--- src/sv/sbpd_pkg.sv ---
// Shared types, codes and sizes of the double-size sprite blitter.
// Used by the other files of the block but sbpd_ram and sbpd_checker; depends on nothing.
`default_nettype none

package sbpd_pkg;

  localparam int PALETTE_ENTRIES = 256;
  localparam int PAL_AW          = $clog2(PALETTE_ENTRIES);

  localparam int POS_W    = 12;
  localparam int SIZE_W   = 10;
  localparam int IDX_W    = 8;
  localparam int RGB_W    = 24;
  localparam int ADDR_W   = 32;
  localparam int STRIDE_W = 14;
  localparam int SCREEN_W = 12;
  localparam int ORG_W    = POS_W + 1;
  localparam int CRD_W    = ORG_W + 1;
  localparam int VIS_W    = SCREEN_W - 1;
  localparam int PROD_W   = STRIDE_W + VIS_W + 1;

  localparam int QDEPTH  = 4;
  localparam int Q_AW    = $clog2(QDEPTH);
  localparam int QCNT_W  = Q_AW + 1;

  typedef logic [1:0] op_t;
  localparam op_t OP_PALETTE = 2'd0;
  localparam op_t OP_BEGIN   = 2'd1;
  localparam op_t OP_PIXEL   = 2'd2;

  localparam int CFG_IDX_W  = 2;
  localparam int CFG_DATA_W = 32;
  typedef logic [CFG_IDX_W-1:0] cfg_idx_t;
  localparam cfg_idx_t CFG_FRAME_BASE = 2'd0;
  localparam cfg_idx_t CFG_ROW_STRIDE = 2'd1;
  localparam cfg_idx_t CFG_SCREEN_W   = 2'd2;
  localparam cfg_idx_t CFG_SCREEN_H   = 2'd3;

  localparam logic [STRIDE_W-1:0] STRIDE_RESET = 14'd640;
  localparam logic [SCREEN_W-1:0] SCR_W_RESET  = 12'd640;
  localparam logic [SCREEN_W-1:0] SCR_H_RESET  = 12'd480;

  typedef logic [1:0] beat_t;
  localparam beat_t BEAT_LAST = 2'd3;

  typedef struct packed {
    logic [ADDR_W-1:0]   frame_base;
    logic [STRIDE_W-1:0] row_stride;
    logic [SCREEN_W-1:0] screen_width;
    logic [SCREEN_W-1:0] screen_height;
  } cfg_t;

  typedef struct packed {
    logic             draw;
    logic [VIS_W-1:0] px;
    logic [VIS_W-1:0] py;
  } pix_t;

  typedef struct packed {
    logic [ADDR_W-1:0] base_addr;
    logic [RGB_W-1:0]  rgb;
  } wr_t;

  function automatic logic in_palette(logic [IDX_W-1:0] idx);
    return (IDX_W + 1)'(idx) < (IDX_W + 1)'(PALETTE_ENTRIES);
  endfunction

endpackage

`default_nettype wire

--- src/sv/sbpd_addr.sv ---
// Address stages: row offset multiply, then base address sum of each drawn pixel.
// Depends on sbpd_pkg.
`default_nettype none

module sbpd_addr (
  input  logic                     clk,
  input  logic                     rst,
  input  sbpd_pkg::cfg_t           cfg,
  input  sbpd_pkg::pix_t           pix_b,
  input  logic [sbpd_pkg::RGB_W-1:0] pal_rgb,
  output logic                     push,
  output sbpd_pkg::wr_t            push_data,
  output logic [1:0]               in_flight
);
  import sbpd_pkg::*;

  logic              c_draw;
  logic [VIS_W-1:0]  c_px;
  logic [PROD_W-1:0] c_prod;
  logic [RGB_W-1:0]  c_rgb;
  logic [PROD_W-1:0] prod;

  assign prod = PROD_W'(cfg.row_stride) * PROD_W'({pix_b.py, 1'b0});

  always_ff @(posedge clk) begin
    if (rst) begin
      c_draw <= 1'b0;
    end else begin
      c_draw <= pix_b.draw;
      c_px   <= pix_b.px;
      c_prod <= prod;
      c_rgb  <= pal_rgb;
    end
  end

  assign push                = c_draw;
  assign push_data.base_addr = cfg.frame_base + ADDR_W'(c_prod) + ADDR_W'({c_px, 1'b0});
  assign push_data.rgb       = c_rgb;
  assign in_flight           = 2'(pix_b.draw) + 2'(c_draw);
endmodule

`default_nettype wire

--- config.mk ---
export PLATFORM = sky130hd
export DESIGN_NAME = sbpd_addr
export DESIGN_NICKNAME = d
export VERILOG_FILES = /design/src/sv/sbpd_pkg.sv /design/src/sv/sbpd_addr.sv
export SDC_FILE = /design/constraint.sdc
export NUM_CORES = 1
export LEC_CHECK = 0
export BUFFER_PORTS_ARGS = -buffer_cell sky130_fd_sc_hd__buf_2
export CORE_MARGIN = 10
export CORE_UTILIZATION = 50
export CTS_CLUSTER_SIZE = 14
export DETAILED_ROUTE_END_ITERATION = 6
export PLACE_DENSITY_LB_ADDON = 0.12
export SLEW_MARGIN = 25
export SYNTH_ARGS = -nofsm -noshare
export SYNTH_HDL_FRONTEND = slang
export SYNTH_SLANG_ARGS = --single-unit
export TNS_END_PERCENT = 5
--- constraint.sdc ---
create_clock -name clk -period 17.32 [get_ports clk]
set_input_delay 2.598 -clock clk [delete_from_list [all_inputs] [get_ports clk]]
set_output_delay 2.598 -clock clk [all_outputs]
set_load 0.01 [all_outputs]
* Word-level counts from Yosys, hierarchy flattened
Index checks and enable logic that the tools add are counted.
** Storage, ports and cells
- Logic and storage cells :: 8
- Bits of input ports :: 119
- Flip-flop bits (word level) :: 61
- Output and inout bits :: 59
** Operators by class
- Multipliers :: 1
- Add/sub/neg operators :: 3
** Operator list (count)
- adder 32 x 12 -> 32 bit :: 1
- adder 32 x 26 -> 32 bit :: 1
- multiplier 14 x 11 -> 25 bit :: 1
- adder 1 x 1 -> 2 bit :: 1

* Logic depth before layout (Yosys ltp)
- Depth after elaboration :: 2
- Mapped depth :: 20
- Mapped depth without buffers :: 19

* Worst setup path before layout
No wires, ideal clock.
- Path type :: input to output
- Start point :: in cfg[40] (netlist name)
- End point :: out push_data[54] (netlist name)
- Path buffers :: 0
- Path slack :: 9694 ps
- Data arrival time :: 5028 ps
- Stages on the path :: 11
- Data required time :: 14722 ps
- Cells stage by stage :: fa_1 > ha_1 > inv_1 > fa_1 > and2b_1 > o2111ai_2 > a21oi_2 > o21ai_2 > o41ai_4 > a21oi_1 > xnor2_1
** RTL lines
- start, declared :: line sbpd_addr.sv:8 : input sbpd_pkg::cfg_t cfg,
- end, declared :: line sbpd_addr.sv:12 : output sbpd_pkg::wr_t push_data,

==> impl_metrics.yaml <==
outcome:
  status: "completed"
critical_path:
  crit_fanout: 3
  required_ns: 14.72
  worst_ep_arrival_time_ns: 5.44
  start_kind: "input pin"
  cp-end-kind: "primary output"
  worst-setup-path-type: "in -> out"
floorplanning:
  initial_utilization_pct: 50.9
  io_pins: 178
  core-area_sq_um: 17300
  rows: 48
  chipHeight_um: 153
  die_w_um: 153
  die_area_sq_um: 23300
cells_and_area:
  finalNonFillerCells: 1264
  final_nets: 1374
  fin_area_sq_um: 10100
  layout-drive-gt1-share_pct: 19.1
  synthToLayoutAreaGrowth_pct: 14.4
  layout.cells.most_common: "buf_2"
  layout_common_cells: "151 x buf_2, 146 x inv_1, 119 x fa_1, 116 x nand2_1, 103 x ha_1"
grt:
  antenna_found_initial: 0
  grt_max_degree: 61
  grt_pass1_vias: 6718
  grt_pass1_wl_mm: 33.6
  track_usage_pct: 17.1
  overflow: 0
cts:
  cts_tree: "done"
  cts_buffer_depth: 2
  htreeDepth: 3
  cts_root_buffer: "clkbuf_16"
  numCtsBuffers: 9
  holdBufCountCts: 0
  cts_sinks: 61
  postCtsResizedCells: 0
  clkTransAtPathRegs_ns: 0.06
  cts_setup_buffers: 0
power_and_ir_drop:
  p_clk_share_pct: 10.5
  combPwrFrac_pct: 75.8
  pwr-share-seq_pct: 13.7
  power-per-cell-area_nw_per_um2: 183
  p_leak_uw: 0.00496
  p_sw_share_pct: 48.9
  max-vdd-ir-drop_mv: 0.102
  p_sw_uw: 903
  p_int_uw: 943
hold_path:
  min_path_cells: 1
  min-delay-start: "pal_rgb[7]"
  min_to: "c_rgb[7]"
  hold_class: "in -> reg"
sta:
  fin_tns_setup_ns: 0
  setup_viol: 0
  max_clock_freq_ghz: 0.124
  hold_viol_final: 0
  min_period_ns: 8.04
  worst_pin_slew_ns: 0.726
  rsz0062_at_grt: "false"
  period_share_pct: 46.4
  maxSlewViolCount: 0
  relSlewSlack_pct: 51.6
route:
  antenna_left: 0
  drc: 0
  vias: 6400
  routed_wl_mm: 19.9
  first_pass_iters: 5
  post_drt_via_cell_ratio: 5.06
  drtIter0Drc: 206
  wl_per_cell_um: 15.7
placed_design:
  place_area_sq_um: 9740
  hpwlAfterDp_mm: 16.7
  gp_congestion: 0.839
  port_buffers: 151
  numPlacedInstances: 1247
synthesis:
  syn_area_sq_um: 8800
  yosys_most_used_dff: "edfxtp_1"
  synth-seq-area-share_pct: 20.7
  synth.top_cells.by_area: "fa_1 27%, edfxtp_1 20%, ha_1 15%"
  ys_warn_count: 0
  ys_ff_latch: 61
  ys_types: 57
  avgSynthCellArea_sq_um: 9.81
  synth_edf_count: 60
  synth-async-reset-ratio_pct: 0
  synth_top_area_cell: "fa_1"
  synthCells: 897
  syn_nets: 1238
  synth_top_area_share_pct: 27.1
job:
  drv_cap: 0
## per-layer routing
metal	global-route usage [%]	wire length [um]
met5	0	0
met1	23.9	9780
met2	27.1	8880
met3	2.88	997
met4	4.18	210
## how the worst max path moves through the flow
stage	slack [ns]	cells past startpoint	end	from
final	9.28	13	push_data[54]	cfg[40]
after detailed placement	9.26	13	push_data[54]	cfg[40]
after global placement	9.22	13	push_data[54]	cfg[40]
after CTS	9.25	13	push_data[54]	cfg[40]
after floorplan	9.69	11	push_data[54]	cfg[40]
after global routing	9.06	13	push_data[54]	cfg[40]
## metrics by stage
step	utilization, %	power [uW]	worst slack [ns]	hold WS, ns
after detailed placement	56.3	1660	9.26	2.78
final	58.2	1850	9.28	2.43
after CTS	58.2	1860	9.25	2.42
after global placement	56.3	1650	9.22	2.77
after floorplan	-	1320	9.69	2.67
after global routing	58.2	2060	9.06	2.42
## worst max-delay path, cell delays in order
cell	delay, ns
buf_2	0.11
fa_1	0.53
ha_1	0.17
inv_1	0.06
fa_1	0.39
and2b_1	0.25
o2111ai_2	0.14
a21oi_2	0.27
o21ai_2	0.13
o41ai_4	0.36
a21oi_1	0.15
xnor2_1	0.13
buf_2	0.14
## cell usage after synthesis (2+ instances only)
master / count
and3_1: 4
a31oi_1: 5
o211ai_1: 5
a21oi_2: 5
nor2_1: 26
nor3_2: 3
nand4_1: 4
clkbuf_1: 26
a211oi_1: 2
nand2b_1: 4
xnor2_1: 31
o21ai_0: 21
nor3_1: 4
fa_1: 119
o21bai_1: 3
inv_1: 147
a21o_1: 12
o21ai_2: 3
nor2_2: 2
edfxtp_1: 60
a21oi_1: 42
o21ai_1: 4
and2_1: 78
nand2_1: 116
a211oi_2: 3
nand3_1: 7
ha_1: 103
o21a_1: 5
a41oi_2: 2
nor2b_1: 6
nor4_1: 2
o2111a_1: 2
xor2_1: 17
## power by group through the flow
stage	combinational (uW)	sequential, uW	clock (uW)
floorplan	1060	256	0
global route	1600	257	204
finish	1400	253	193
detailed placement	1400	256	0
CTS	1410	253	198
global placement	1400	255	0
## state kept, by name, indices dropped and copies added, names as in the netlist
signal,flops
c_px,11
c_prod,25
c_rgb,24
push,1
## kinds of logic (layout without fill, tap and decap cells)
family	after synthesis	in the layout	synth area share (%)
flip-flops	61	61	20.7
AO/OA/AOI/OAI	130	130	10.6
buffers and inverters	174	315	7.46
AND/OR/NAND/NOR	262	262	14.8
XOR/XNOR	48	48	4.78
adder cells (fa/ha/maj)	222	222	41.7
other	0	1	0
## layout make-up
| class | count | area [sq um] |
|---|---|---|
| clock buffer | 9 | 225 |
| inverter | 147 | 552 |
| sequential | 61 | 1820 |
| fill | 1553 | 7230 |
| multi-input combinational | 662 | 6320 |
| tap | 225 | 282 |
| clock inverter | 7 | 96.3 |
| timing repair buffer | 152 | 763 |
| antenna | 1 | 2.50 |
No activity file was read; power rests on OpenSTA's default activity.
