File: config.mk
export PLATFORM = sky130hd
export DESIGN_NAME = sbpd_wqueue_flat
export DESIGN_NICKNAME = d
export VERILOG_FILES = /design/src/sv/sbpd_pkg.sv /design/src/sv/sbpd_out_if.sv /design/src/sv/sbpd_wqueue.sv /design/src/flat_wrapper.sv
export SDC_FILE = /design/constraint.sdc
export NUM_CORES = 1
export LEC_CHECK = 0
export ABC_AREA = 1
export BUFFER_PORTS_ARGS = -buffer_cell sky130_fd_sc_hd__buf_2
export CAP_MARGIN = 20
export CORE_MARGIN = 8
export CORE_UTILIZATION = 62
export CTS_CLUSTER_SIZE = 24
export DETAILED_ROUTE_END_ITERATION = 6
export PLACE_DENSITY = 0.85
export SLEW_MARGIN = 15
export SYNTH_ARGS = -nofsm -noshare
export SYNTH_HDL_FRONTEND = slang
export SYNTH_SLANG_ARGS = --single-unit
File: constraint.sdc
create_clock -name clk -period 7.2 [get_ports clk]
set_clock_uncertainty 0.1 [all_clocks]
set_input_delay 1.44 -clock clk [delete_from_list [all_inputs] [get_ports clk]]
set_output_delay 1.44 -clock clk [all_outputs]
set_load 0.05 [all_outputs]
File: src/sv/sbpd_pkg.sv
// Shared types, codes and sizes of the double-size sprite blitter.
// Used by the other files of the block but sbpd_ram and sbpd_checker; depends on nothing.
`default_nettype none

package sbpd_pkg;

  localparam int PALETTE_ENTRIES = 256;
  localparam int PAL_AW          = $clog2(PALETTE_ENTRIES);

  localparam int POS_W    = 12;
  localparam int SIZE_W   = 10;
  localparam int IDX_W    = 8;
  localparam int RGB_W    = 24;
  localparam int ADDR_W   = 32;
  localparam int STRIDE_W = 14;
  localparam int SCREEN_W = 12;
  localparam int ORG_W    = POS_W + 1;
  localparam int CRD_W    = ORG_W + 1;
  localparam int VIS_W    = SCREEN_W - 1;
  localparam int PROD_W   = STRIDE_W + VIS_W + 1;

  localparam int QDEPTH  = 4;
  localparam int Q_AW    = $clog2(QDEPTH);
  localparam int QCNT_W  = Q_AW + 1;

  typedef logic [1:0] op_t;
  localparam op_t OP_PALETTE = 2'd0;
  localparam op_t OP_BEGIN   = 2'd1;
  localparam op_t OP_PIXEL   = 2'd2;

  localparam int CFG_IDX_W  = 2;
  localparam int CFG_DATA_W = 32;
  typedef logic [CFG_IDX_W-1:0] cfg_idx_t;
  localparam cfg_idx_t CFG_FRAME_BASE = 2'd0;
  localparam cfg_idx_t CFG_ROW_STRIDE = 2'd1;
  localparam cfg_idx_t CFG_SCREEN_W   = 2'd2;
  localparam cfg_idx_t CFG_SCREEN_H   = 2'd3;

  localparam logic [STRIDE_W-1:0] STRIDE_RESET = 14'd640;
  localparam logic [SCREEN_W-1:0] SCR_W_RESET  = 12'd640;
  localparam logic [SCREEN_W-1:0] SCR_H_RESET  = 12'd480;

  typedef logic [1:0] beat_t;
  localparam beat_t BEAT_LAST = 2'd3;

  typedef struct packed {
    logic [ADDR_W-1:0]   frame_base;
    logic [STRIDE_W-1:0] row_stride;
    logic [SCREEN_W-1:0] screen_width;
    logic [SCREEN_W-1:0] screen_height;
  } cfg_t;

  typedef struct packed {
    logic             draw;
    logic [VIS_W-1:0] px;
    logic [VIS_W-1:0] py;
  } pix_t;

  typedef struct packed {
    logic [ADDR_W-1:0] base_addr;
    logic [RGB_W-1:0]  rgb;
  } wr_t;

  function automatic logic in_palette(logic [IDX_W-1:0] idx);
    return (IDX_W + 1)'(idx) < (IDX_W + 1)'(PALETTE_ENTRIES);
  endfunction

endpackage

`default_nettype wire

File: src/sv/sbpd_out_if.sv
// Output channel of the sprite blitter: framebuffer word writes.
// Depends on sbpd_pkg.
`default_nettype none

interface sbpd_out_if;
  import sbpd_pkg::*;

  logic              valid;
  logic              ready;
  logic [ADDR_W-1:0] write_address;
  logic [RGB_W-1:0]  write_color;
  logic              last;

  modport source (output valid, write_address, write_color, last, input ready);
  modport sink   (input valid, write_address, write_color, last, output ready);
endinterface

`default_nettype wire

File: src/sv/sbpd_wqueue.sv
// Pixel queue and write sequencer: four word writes per queued pixel.
// Depends on sbpd_pkg and sbpd_out_if.
`default_nettype none

module sbpd_wqueue (
  input  logic                          clk,
  input  logic                          rst,
  input  logic                          push,
  input  sbpd_pkg::wr_t                 push_data,
  input  logic [sbpd_pkg::STRIDE_W-1:0] stride,
  sbpd_out_if.source                    writes,
  output logic [sbpd_pkg::QCNT_W-1:0]   count
);
  import sbpd_pkg::*;

  wr_t             q [QDEPTH];
  logic [Q_AW-1:0] wptr;
  logic [Q_AW-1:0] rptr;
  beat_t           beat;
  wr_t             head;
  logic            fire;
  logic            pop;

  assign head                 = q[rptr];
  assign writes.valid         = (count != '0);
  assign writes.write_address = head.base_addr + (beat[1] ? ADDR_W'(stride) : '0) +
                                ADDR_W'(beat[0]);
  assign writes.write_color   = head.rgb;
  assign writes.last          = (beat == BEAT_LAST);

  assign fire = writes.valid && writes.ready;
  assign pop  = fire && writes.last;

  always_ff @(posedge clk) begin
    if (push) begin
      q[wptr] <= push_data;
    end
  end

  always_ff @(posedge clk) begin
    if (rst) begin
      wptr  <= '0;
      rptr  <= '0;
      beat  <= '0;
      count <= '0;
    end else begin
      if (push) begin
        wptr <= wptr + 1'b1;
      end
      if (fire) begin
        beat <= beat + 1'b1;
      end
      if (pop) begin
        rptr <= rptr + 1'b1;
      end
      count <= count + QCNT_W'(push) - QCNT_W'(pop);
    end
  end
endmodule

`default_nettype wire

File: src/flat_wrapper.sv
// flat-port wrapper written by rule: the top's interface ports become plain ports
module sbpd_wqueue_flat import sbpd_pkg::*;
  (clk, rst, push, push_data, stride, count, writes_valid, writes_write_address, writes_write_color, writes_last, writes_ready);
  sbpd_out_if writes_i ();
  input  logic clk;
  input  logic rst;
  input  logic push;
  input  sbpd_pkg::wr_t push_data;
  input  logic [sbpd_pkg::STRIDE_W-1:0] stride;
  output logic [sbpd_pkg::QCNT_W-1:0] count;
  output wire logic [$bits(writes_i.valid)-1:0] writes_valid;
  output wire logic [$bits(writes_i.write_address)-1:0] writes_write_address;
  output wire logic [$bits(writes_i.write_color)-1:0] writes_write_color;
  output wire logic [$bits(writes_i.last)-1:0] writes_last;
  input wire logic [$bits(writes_i.ready)-1:0] writes_ready;
  assign writes_valid = writes_i.valid;
  assign writes_write_address = writes_i.write_address;
  assign writes_write_color = writes_i.write_color;
  assign writes_last = writes_i.last;
  assign writes_i.ready = writes_ready;
  sbpd_wqueue u_core (.clk(clk), .rst(rst), .push(push), .push_data(push_data), .stride(stride), .writes(writes_i), .count(count));
endmodule
Word-level counts from Yosys, hierarchy flattened
Memories as Yosys holds them, arrays and structs flattened. A register that Yosys moved wholly into a read port is not among the register bits.
Cells that the tools add are included.

storage, ports and cells
  flip-flop bits (word level) = 9
  latch bits = 0
  RAM bits = 224
  ROM bits = 0
  bits of input ports = 74
  output and inout port bits = 61
  word-level logic and storage cells = 21
  memories = 1

operators by class
  add/subtract/negate cells = 7
  multiply operators = 0
  div/mod/pow operators = 0
  magnitude comparators = 0
  eq/ne operators = 1
  shift-type cells = 0
  mux-type cells = 5
  bitwise gates (word level) = 0
  reductions and logical operators = 3

memory list
  memory    words  width  rd ports  clocked after memory_dff  write ports  RTL line           text
  u_core.q  4      56     1         1                         1            sbpd_wqueue.sv:16  wr_t q [QDEPTH];

operators with widths
  kind                   count
  $add A32 B1 Y32        1
  $add A32 B32 Y32       1
  $mux W14               1
  $add A2 B1 Y2 const B  3
  $mux W2                2
  $add A3 B1 Y3          1
  $reduce_bool A3 Y1     1
  $sub A3 B1 Y3          1
  $eq A2 B2 Y1 const B   1
  $logic_and A1 B1 Y1    2
  $mux W1                2

Depth between registers and ports, before layout
Gate-level depths: netlist of run 1.

  depth after elaboration = 5
  gate-level depth with buffers = 19
  mapped depth without buffers = 15

Least setup slack after synthesis of run 1
Ideal clock, no wire load.

  kind = input to output
  start = in stride[0] (netlist bit)
  end = out writes_write_address[18]
  arrival time = 3.677 ns
  required time = 5.660 ns
  path slack = 1.983 ns
  stages on the path = 11
  path buffers = 0
  cell sequence = nand2_1 > fa_1 > inv_1 > fa_1 > nand3_1 > or2_2 > nand3_1 > nand2_1 > nand2_2 > nand2_1 > xor2_1

between the ends
  word-level cells in the longest chain between the ends = 3

RTL lines
  element           RTL line            text
  start, declared   flat_wrapper.sv:9   input logic [sbpd_pkg::STRIDE_W-1:0] stride;
  $mux W14          sbpd_wqueue.sv:26   assign writes.write_address = head.base_addr + (beat[1] ? ADDR_W'(stride) : '0) +
  $add A32 B32 Y32  sbpd_wqueue.sv:26
  $add A32 B1 Y32   sbpd_wqueue.sv:26
  end, declared     flat_wrapper.sv:12  output wire logic [$bits(writes_i.write_address)-1:0] writes_write_address;

Every way passes these cells.

==> results by group, run 1 <==
Detailed routing
  • Pre-Repair DR Iteration Count: 5
  • DR WL/cell: 17.4 um
  • Via count: 7283
  • Post-route DRC: 0
  • Iter 0 DRT Violations: 583
  • WL final: 22700 um
  • Vias per cell: 5.57
  • Post-route ant nets: 0

Pwr
  • Sw Share: 24.6%
  • Internal power: 0.00229 W
  • Leakage dissipation: 4.84 nW
  • Psw: 0.000744 W
  • Seq pwr share: 51.9%
  • VDD IR-drop max: 0.247 mV
  • Clk pwr share: 37.6%
  • Combinational share of power: 10.5%
  • Tot Pwr: 0.00303 W
  • PD cells: 253 nW/um^2

Flow run
  • Max cap viols: 0

STA
  • Period utilisation layout: 77.6%
  • Final setup vio count: 0
  • RSZ-0062 raised after global routing: no
  • Sum of negative setup slack: 0 ns
  • Fin. max-slew vios: 0
  • Relative slew margins: 40.4%
  • Fmax achieved: 179 MHz
  • Post-route minimum period: 5.58 ns
  • Worst-Margin Slew: 0.894 ns
  • Final hold violation count: 0

Final layout
  • Final net count: 1168
  • Register area: 6950 um^2
  • Fill cell count: 1111
  • Synthesis-to-finish area growth: 14.6%
  • Multi-input gate area: 2990 um^2
  • Design Area, Final: 12000 um^2
  • Fin cells: 1308
  • Share of cells above drive strength 1: 19.0%

Logic synthesis
  • Synthesized net count: 1039
  • Distinct cells, synth: 35
  • Avg Inst Size Synth: 11.1 um^2
  • Synthesized area: 10400 um^2
  • Mapped Cells: 942
  • Yosys reg bits: 235
  • YS warnings: 0
  • Sequential fraction of the synthesis area: 66.6%
  • Yosys top cell by area: edfxtp_1
  • Post-synth top area share: 64.5%
  • Dominant cells by area after synthesis: edfxtp_1, nand2_1, nor2_1

Status
  • Outcome: finished clean

Worst setup path
  • Buffer and inverter count on the worst path: 3
  • Critical path type: flip-flop to primary output
  • Critical path's top delay family: simple AND/OR/NAND/NOR gates
  • Most frequent CP cell: nand2_1
  • Max incr delay on CP: 0.54 ns
  • Critical Path RT: 5.66 ns
  • Slowest cell on crit path: inv_2
  • Crit path launch type: flip-flop
  • CP Capture Type: primary output
  • Worst-path fanout max: 46
  • CP Cell Sequence: inv_2, nand2_1, a32o_1, fa_1, inv_1, fa_1, nand3_1, or2_2, nand3_1, nand2_1, nand2_2, nand2_1, nor2_1, nand2_1, nand2_1, buf_2
  • CP Data Arrival Time: 4.04 ns

Place
  • Post-DP Area: 11200 um^2
  • Hpwl dp: 13800 um
  • Placed cells: 1265
  • Gpl congestion: 0.902
  • Number of port buffers: 134

Clocking
  • Post-CTS sizing: 0
  • Setup repair bufs after CTS: 0
  • Clock Latency Late Sink: 0.51 ns
  • Clk buf depth: 3
  • CTS tree: yes
  • Clk pin slew, worst setup/hold paths: 0.06 ns
  • Clk sinks: 235
  • CTS buffer count: 24
  • Root buffer cell: clkbuf_16
  • # H-tree levels: 1
  • Hold Buf Count CTS: 0

Floorplanning
  • Core area: 16500 um^2
  • Die area: 21200 um^2
  • Chip height: 146 um
  • Initial Util: 63.1%
  • Die Span X: 146 um
  • # IOs: 135
  • # rows: 47

GRT
  • Largest net degree at the start of global routing: 76
  • GRT Total Usage: 20.8%
  • Initial antenna violation count: 3
  • Vias in the first global route: 7161
  • Global-route wire length before repair: 35700 um
  • Grt ovf: 0

Hold path
  • Hold WC Path Type: flip-flop to flip-flop
[synth_stat cells (all sizes together)]
cell type,count
o21a,1
a211oi,1
o21ai,82
nand4,7
o22ai,37
dfxtp,11
nand2,219
fa,3
ha,20
a32o,2
xnor2,5
buf,18
clkbuf,20
inv,72
nor3b,4
or2,2
nand3b,2
a21oi,20
nand3,53
edfxtp,224
nor2,121
nor3,3
xor2,14
a31oi,1
[per-stage QoR]
stage | setup WS (ns) | util [%] | hold slack [ns]
after floorplan | 1.98 | - | 0.361
after global placement | 2.03 | 67.9 | 0.373
after detailed placement | 1.95 | 67.9 | 0.384
after CTS | 1.59 | 72.3 | 0.393
after global routing | 1.28 | 72.3 | 0.425
final | 1.62 | 72.3 | 0.388
[state kept, by name (all words and copies together), names as in the netlist, named ones only]
signal	count
u_core.q	224
u_core.count	3
u_core.rptr	2
u_core.wptr	2
u_core.beat	2
[worst register-to-register path, stage by stage, from the launching register on]
cell     delay (ns)
dfxtp_1        0.65
ha_1           0.27
nand2_1        0.08
inv_1          0.06
ha_1           0.21
inv_1          0.05
ha_1           0.13
inv_1          0.05
fa_1           0.38
xor2_1         0.18
nor2_1         0.06
nor3b_1        0.19
[cells in the final DEF, fill, tap and decap left out, types with 2 or more instances in the layout]
cell type  count
edfxtp_1     224
nand2_1      211
buf_2        134
nor2_1       112
o21ai_0       81
inv_1         65
nand3_1       49
o22ai_1       37
clkbuf_16     24
a21oi_1       20
ha_1          20
xor2_1        14
dfxtp_1        9
nor2_2         8
nand2_2        7
nand4_1        7
buf_4          7
inv_2          6
xnor2_1        5
clkinv_2       5
clkinv_1       5
nand3_2        4
nor3b_1        4
clkbuf_1       4
nor3_1         3
fa_1           3
a32o_1         2
or2_2          2
nand3b_1       2
[power by group through the flow]
stage	combinational, W	sequential [W]	clock, W
after floorplan	0.000214	0.00160	0
after global routing	0.000343	0.00158	0.00121
after global placement	0.000314	0.00160	0
after detailed placement	0.000319	0.00160	0
final	0.000319	0.00157	0.00114
after CTS	0.000321	0.00157	0.00115
[worst paths after layout]
path | cells past startpoint | slack [ns] | start | end
max | 16 | 1.62 | flip-flop | writes_write_address[26]
min | 2 | 0.39 | u_core.beat[0] | u_core.beat[0]
max reg2reg | 11 | 4.71 | u_core.beat[1] | u_core.count[2]
min reg2reg | 2 | 0.39 | u_core.beat[0] | u_core.beat[0]
[kinds of logic (layout without fill, tap and decap cells)]
| logic type | after synthesis | count (layout) | share of synthesized area, % |
|---|---|---|---|
| simple gates | 411 | 411 | 16.6 |
| flops | 235 | 235 | 66.6 |
| compound gates | 144 | 144 | 7.51 |
| buf+inv | 110 | 255 | 4.69 |
| fa+ha+maj | 23 | 23 | 2.98 |
| xor+xnor | 19 | 19 | 1.60 |
| other cells | 0 | 1 | 0 |
[routing by layer]
layer | global-route usage [%] | vias to the layer above | share of wire [%]
met4 | 6.92 | 4 | 1.8
met1 | 26.0 | 3426 | 41
met2 | 35.3 | 296 | 49
li1 | - | 3520 | -
met3 | 4.66 | 37 | 8.0
met5 | 0 | - | 0.12
[final cells by class]
| class | instances | share of cell area, % |
|---|---|---|
| diodes | 1 | 0.0209 |
| well taps | 220 | 2.30 |
| clock buffers | 28 | 5.15 |
| repair buffers | 141 | 6.05 |
| clock inverters | 14 | 1.01 |
| multi-input cells | 597 | 25.0 |
| inverters | 72 | 2.28 |
| flip-flops and latches | 235 | 58.2 |
(Power assumes the default switching activity.)
==> run 2: changes to the inputs <==
--- a/config.mk
+++ b/config.mk
@@ -9,10 +9,10 @@
 export BUFFER_PORTS_ARGS = -buffer_cell sky130_fd_sc_hd__buf_2
 export CAP_MARGIN = 20
 export CORE_MARGIN = 8
-export CORE_UTILIZATION = 62
+export CORE_UTILIZATION = 58
 export CTS_CLUSTER_SIZE = 24
 export DETAILED_ROUTE_END_ITERATION = 6
-export PLACE_DENSITY = 0.85
+export PLACE_DENSITY = 0.8
 export SLEW_MARGIN = 15
 export SYNTH_ARGS = -nofsm -noshare
 export SYNTH_HDL_FRONTEND = slang
==> constraint.sdc (replaced) <==
create_clock -name clk -period 5.16 [get_ports clk]
set_clock_uncertainty 0.1 [all_clocks]
set_input_delay 1.032 -clock clk [delete_from_list [all_inputs] [get_ports clk]]
set_output_delay 1.032 -clock clk [all_outputs]
set_load 0.05 [all_outputs]
==> results by group, run 2 (synthesis gave the netlist of run 1 again) <==
Status
  • Outcome: finished clean

STA
  • Sum of negative setup slack: 0 ns
  • Fmax achieved: 210 MHz
  • Post-route minimum period: 4.76 ns
  • Final hold violation count: 0
  • Period utilisation layout: 92.2%
  • Relative slew margins: 39.6%
  • Worst-Margin Slew: 0.905 ns
  • RSZ-0062 raised after global routing: no
  • Fin. max-slew vios: 0
  • Final setup vio count: 0

Clocking
  • Clk pin slew, worst setup/hold paths: 0.06 ns
  • Clk buf depth: 3
  • CTS buffer count: 24
  • Root buffer cell: clkbuf_16
  • Post-CTS sizing: 0
  • # H-tree levels: 1
  • Clock Latency Late Sink: 0.51 ns
  • CTS tree: yes
  • Clk sinks: 235
  • Hold Buf Count CTS: 0

Final layout
  • Biggest register: u_core.q
  • Synthesis-to-finish area growth: 15.6%
  • Final net count: 1172
  • Max reg flops: 224
  • Top flop regs: u_core.q x224, u_core.count x3
  • Most frequent cells in the layout: edfxtp_1, nand2_1, buf_2, nor2_1, o21ai_0
  • Fin cells: 1322
  • Share of cells above drive strength 1: 19.3%
  • Fill cell count: 1311
  • Leading cell type in the layout, fill and taps excluded: edfxtp_1

Worst setup path
  • Critical path type: flip-flop to primary output
  • Worst-path fanout max: 109
  • CP Capture Type: primary output
  • Reg2reg setup slack: 2.65 ns
  • Critical R2R Launch: u_core.beat[1]
  • Crit Reg-Reg Endpoint: u_core.count[2]
  • Crit path launch type: flip-flop
  • Critical Path RT: 4.03 ns
  • FF-to-FF path depth: 11
  • CP Data Arrival Time: 3.62 ns

GRT
  • Grt ovf: 0
  • Initial antenna violation count: 5
  • Vias in the first global route: 6980
  • Global-route wire length before repair: 35400 um
  • GRT Total Usage: 20.1%
  • Largest net degree at the start of global routing: 110

Floorplanning
  • # rows: 49
  • Initial Util: 58.6%
  • Core area: 17800 um^2
  • Die area: 22500 um^2
  • Chip height: 150 um
  • Die Span X: 150 um
  • # IOs: 135

Place
  • Number of port buffers: 134
  • Gpl congestion: 0.919
  • Hpwl dp: 14800 um
  • Placed cells: 1276

Hold path
  • Worst Hold Depth: 2
  • Sink of the worst hold path: u_core.beat[0]
  • Hold Path Origin: u_core.beat[0]
  • Hold WC Path Type: flip-flop to flip-flop

Detailed routing
  • Iter 0 DRT Violations: 540
  • Via count: 7170
  • Pre-Repair DR Iteration Count: 5
  • WL final: 23100 um
  • Post-route ant nets: 0
  • Vias per cell: 5.42
  • Post-route DRC: 0
  • DR WL/cell: 17.5 um

Pwr
  • PD cells: 356 nW/um^2
  • VDD IR-drop max: 0.319 mV
  • Leakage dissipation: 4.89 nW

Flow run
  • Max cap viols: 0
[run 2: worst max path at each step]
stage / slack (ns) / to
2_1_floorplan: 0.76 / writes_write_address[18]
3_3_place_gp: 0.85 / writes_write_address[26]
4_1_cts: 0.28 / writes_write_address[23]
5_1_grt: 0.1 / writes_write_address[16]
6_report: 0.40 / writes_write_address[23]
3_5_place_dp: 0.80 / writes_write_address[26]
[run 2: final cells by class]
type	count	area, um^2	share of cell area [%]
sequential	235	6950	57.7
multi-input combinational	597	2990	24.8
timing repair buffer	145	786	6.52
clock buffer	27	633	5.25
tap	229	287	2.38
inverter	72	273	2.26
clock inverter	15	124	1.03
antenna	2	5.00	0.0415
[run 2: where the power goes]
group / leakage, nW / internal (W) / switching (W)
Clock: 0.372 / 0.000976 / 0.000672
Sequential: 2.15 / 0.00217 / 0.0000206
Combinational: 2.37 / 0.000109 / 0.000339
[run 2: through the flow]
stage	hold WS (ns)	cell area, um^2	setup slack, ns	util, %	power [W]
CTS	0.390	12000	0.279	67.5	0.00432
global placement	0.379	11300	0.848	63.3	0.00267
detailed placement	0.380	11300	0.804	63.3	0.00268
floorplan	0.361	10400	0.759	-	0.00254
global route	0.403	12000	0.0959	67.8	0.00443
finish	0.388	12000	0.404	67.8	0.00429
[run 2: what timing repair did]
action                                 4_1_cts  5_1_grt
setup buffers                                0        1
endpoints found under the hold margin        0        0
setup endpoints to repair                    0        1
[run 2: worst max-delay path, cell delays in order (launching register included)]
cell	delay, ns
dfxtp_4	0.44
inv_2	0.14
buf_12	0.39
o21ai_0	0.18
o22ai_1	0.23
ha_1	0.35
nand2_1	0.15
inv_1	0.08
nand2_1	0.07
nand2_1	0.07
nand2_1	0.06
nand3_1	0.14
nand2_1	0.09
nand2_1	0.13
nand2_1	0.10
xor2_1	0.15
buf_2	0.29
[run 2: per-layer routing]
layer	wire [um]	track usage [%]	part of all wire [%]
met4	565	6.90	2.4
met1	9530	26.1	41
met2	10900	33.0	47
met5	42	0	0.18
met3	2030	4.57	8.8
==> run 3: changes to the inputs <==
==> constraint.sdc (replaced) <==
create_clock -name clk -period 5.16 [get_ports clk]
set_clock_uncertainty 0.1 [all_clocks]
set_input_delay 0.258 -clock clk [delete_from_list [all_inputs] [get_ports clk]]
set_output_delay 0.258 -clock clk [all_outputs]
set_load 0.05 [all_outputs]
==> results by group, run 3 (synthesis gave the netlist of run 1 again) <==
Status
  • Outcome: finished clean

Hold path
  • Sink of the worst hold path: u_core.q[0][26]
  • Hold WC Path Type: primary input to flip-flop
  • Hold Path Origin: push_data[26]
  • Worst Hold Depth: 2

Place
  • Gpl congestion: 0.888
  • Hpwl dp: 14700 um
  • Number of port buffers: 134
  • Placed cells: 1279

Flow run
  • Max cap viols: 0

STA
  • RSZ-0062 raised after global routing: no
  • Final hold violation count: 0
  • Fmax achieved: 240 MHz
  • Sum of negative setup slack: 0 ns
  • Post-route minimum period: 4.17 ns
  • Period utilisation layout: 80.8%
  • Final setup vio count: 0
  • Worst-Margin Slew: 0.870 ns
  • Relative slew margins: 42.0%
  • Fin. max-slew vios: 0

GRT
  • Grt ovf: 0
  • Initial antenna violation count: 3
  • Largest net degree at the start of global routing: 60
  • GRT Total Usage: 21.0%
  • Global-route wire length before repair: 37200 um
  • Vias in the first global route: 7361

Worst setup path
  • Critical path type: flip-flop to primary output
  • Crit Reg-Reg Endpoint: u_core.count[2]
  • Critical Path RT: 4.80 ns
  • CP Cell Sequence: buf_4, o21ai_0, o22ai_1, ha_1, nand2_1, inv_1, nand2_1, inv_1, nand2_1, nand3_1, nand2_1, nand2_1, nand2_1, xor2_1, buf_2
  • CP Data Arrival Time: 3.81 ns
  • Slowest cell on crit path: buf_4
  • Most frequent CP cell: nand2_1
  • Max incr delay on CP: 0.54 ns
  • Worst-path fanout max: 59
  • Crit path launch type: flip-flop
  • CP Capture Type: primary output
  • Critical path's top delay family: buffers and inverters
  • Reg2reg setup slack: 2.66 ns
  • FF-to-FF path depth: 11
  • Buffer and inverter count on the worst path: 4
  • Critical R2R Launch: u_core.beat[1]

Floorplanning
  • Die area: 22500 um^2
  • Core area: 17800 um^2
  • Chip height: 150 um
  • Initial Util: 58.6%
  • # IOs: 135
  • Die Span X: 150 um
  • # rows: 49

Clocking
  • CTS buffer count: 24
  • Setup repair bufs after CTS: 0
  • Clk sinks: 235
  • Root buffer cell: clkbuf_16
  • # H-tree levels: 1
  • Clk buf depth: 3
  • Clk pin slew, worst setup/hold paths: 0.06 ns
  • Post-CTS sizing: 0
  • Clock Latency Late Sink: 0.52 ns
  • CTS tree: yes

Final layout
  • Fin cells: 1379
  • Max reg flops: 224
  • Biggest register: u_core.q
  • Share of cells above drive strength 1: 18.1%
  • Final net count: 1232
  • Top flop regs: u_core.q x224, u_core.count x3
  • Most frequent cells in the layout: edfxtp_1, nand2_1, buf_2, nor2_1, o21ai_0
  • Synthesis-to-finish area growth: 20.9%
  • Leading cell type in the layout, fill and taps excluded: edfxtp_1

Detailed routing
  • Via count: 7506
  • DR WL/cell: 17.4 um
  • Post-route DRC: 0
  • Pre-Repair DR Iteration Count: 5
  • Vias per cell: 5.44
  • WL final: 24000 um
  • Iter 0 DRT Violations: 519
  • Post-route ant nets: 0

Pwr
  • PD cells: 343 nW/um^2
  • Leakage dissipation: 5.10 nW
  • VDD IR-drop max: 0.337 mV
[run 3: cell types whose count changed in the layout (fill, tap and decap cells not counted), sizes merged]
| cell | before | now |
|---|---|---|
| clkinv | 12 | 6 |
| buf | 145 | 146 |
| diode | 2 | 3 |
| dlygate4sd3 | 0 | 59 |
| inv | 72 | 73 |
| clkinvlp | 1 | 2 |
[run 3: how the worst max path moves through the flow]
| stage | from | to | slack (ns) | cells after the start |
|---|---|---|---|---|
| after CTS | flip-flop | writes_write_address[23] | 0.97 | 15 |
| after floorplan | flip-flop | writes_write_address[18] | 1.58 | 16 |
| final | flip-flop | writes_write_address[23] | 0.99 | 15 |
| after global routing | flip-flop | writes_write_address[16] | 0.69 | 12 |
| after detailed placement | flip-flop | writes_write_address[26] | 1.59 | 16 |
| after global placement | flip-flop | writes_write_address[26] | 1.63 | 16 |
[run 3: routing by layer]
layer	GRT usage, %	up-vias	wire length, um
li1	-	3643	-
met1	27.1	3529	10200
met2	35.2	293	11400
met3	4.35	41	1890
met4	6.10	0	499
met5	0	-	0
[run 3: through the flow]
stage	hold WS [ns]	cell area, um^2	setup slack (ns)	total power (W)	utilization [%]
6_report	0.382	12600	0.991	0.00432	70.9
5_1_grt	0.381	12600	0.692	0.00445	70.9
4_1_cts	0.357	12600	0.969	0.00434	70.9
3_5_place_dp	0.374	11300	1.59	0.00268	63.3
3_3_place_gp	0.371	11300	1.63	0.00267	63.3
2_1_floorplan	0.257	10400	1.58	0.00254	-
[run 3: area by class of cell]
cell class / count / area [um^2]
Multi-Input combinational cell: 597 / 2990
Antenna cell: 3 / 7.51
Sequential cell: 235 / 6950
Tap cell: 229 / 287
Clock buffer: 27 / 612
Fill cell: 1267 / 5170
Inverter: 72 / 273
Timing Repair Buffer: 205 / 1350
Clock inverter: 11 / 133
[run 3: power by group]
group	total [W]	switching [W]	internal (W)
Clock	0.00164	0.000688	0.000951
Combinational	0.000486	0.000348	0.000138
Sequential	0.00219	0.0000219	0.00217
Total	0.00432	0.00106	0.00326
[run 3: what timing repair did]
action | in CTS | in global routing
hold buffers | 59 | 0
endpoints found under the setup margin | 0 | 0
endpoints found under the hold margin | 235 | 0
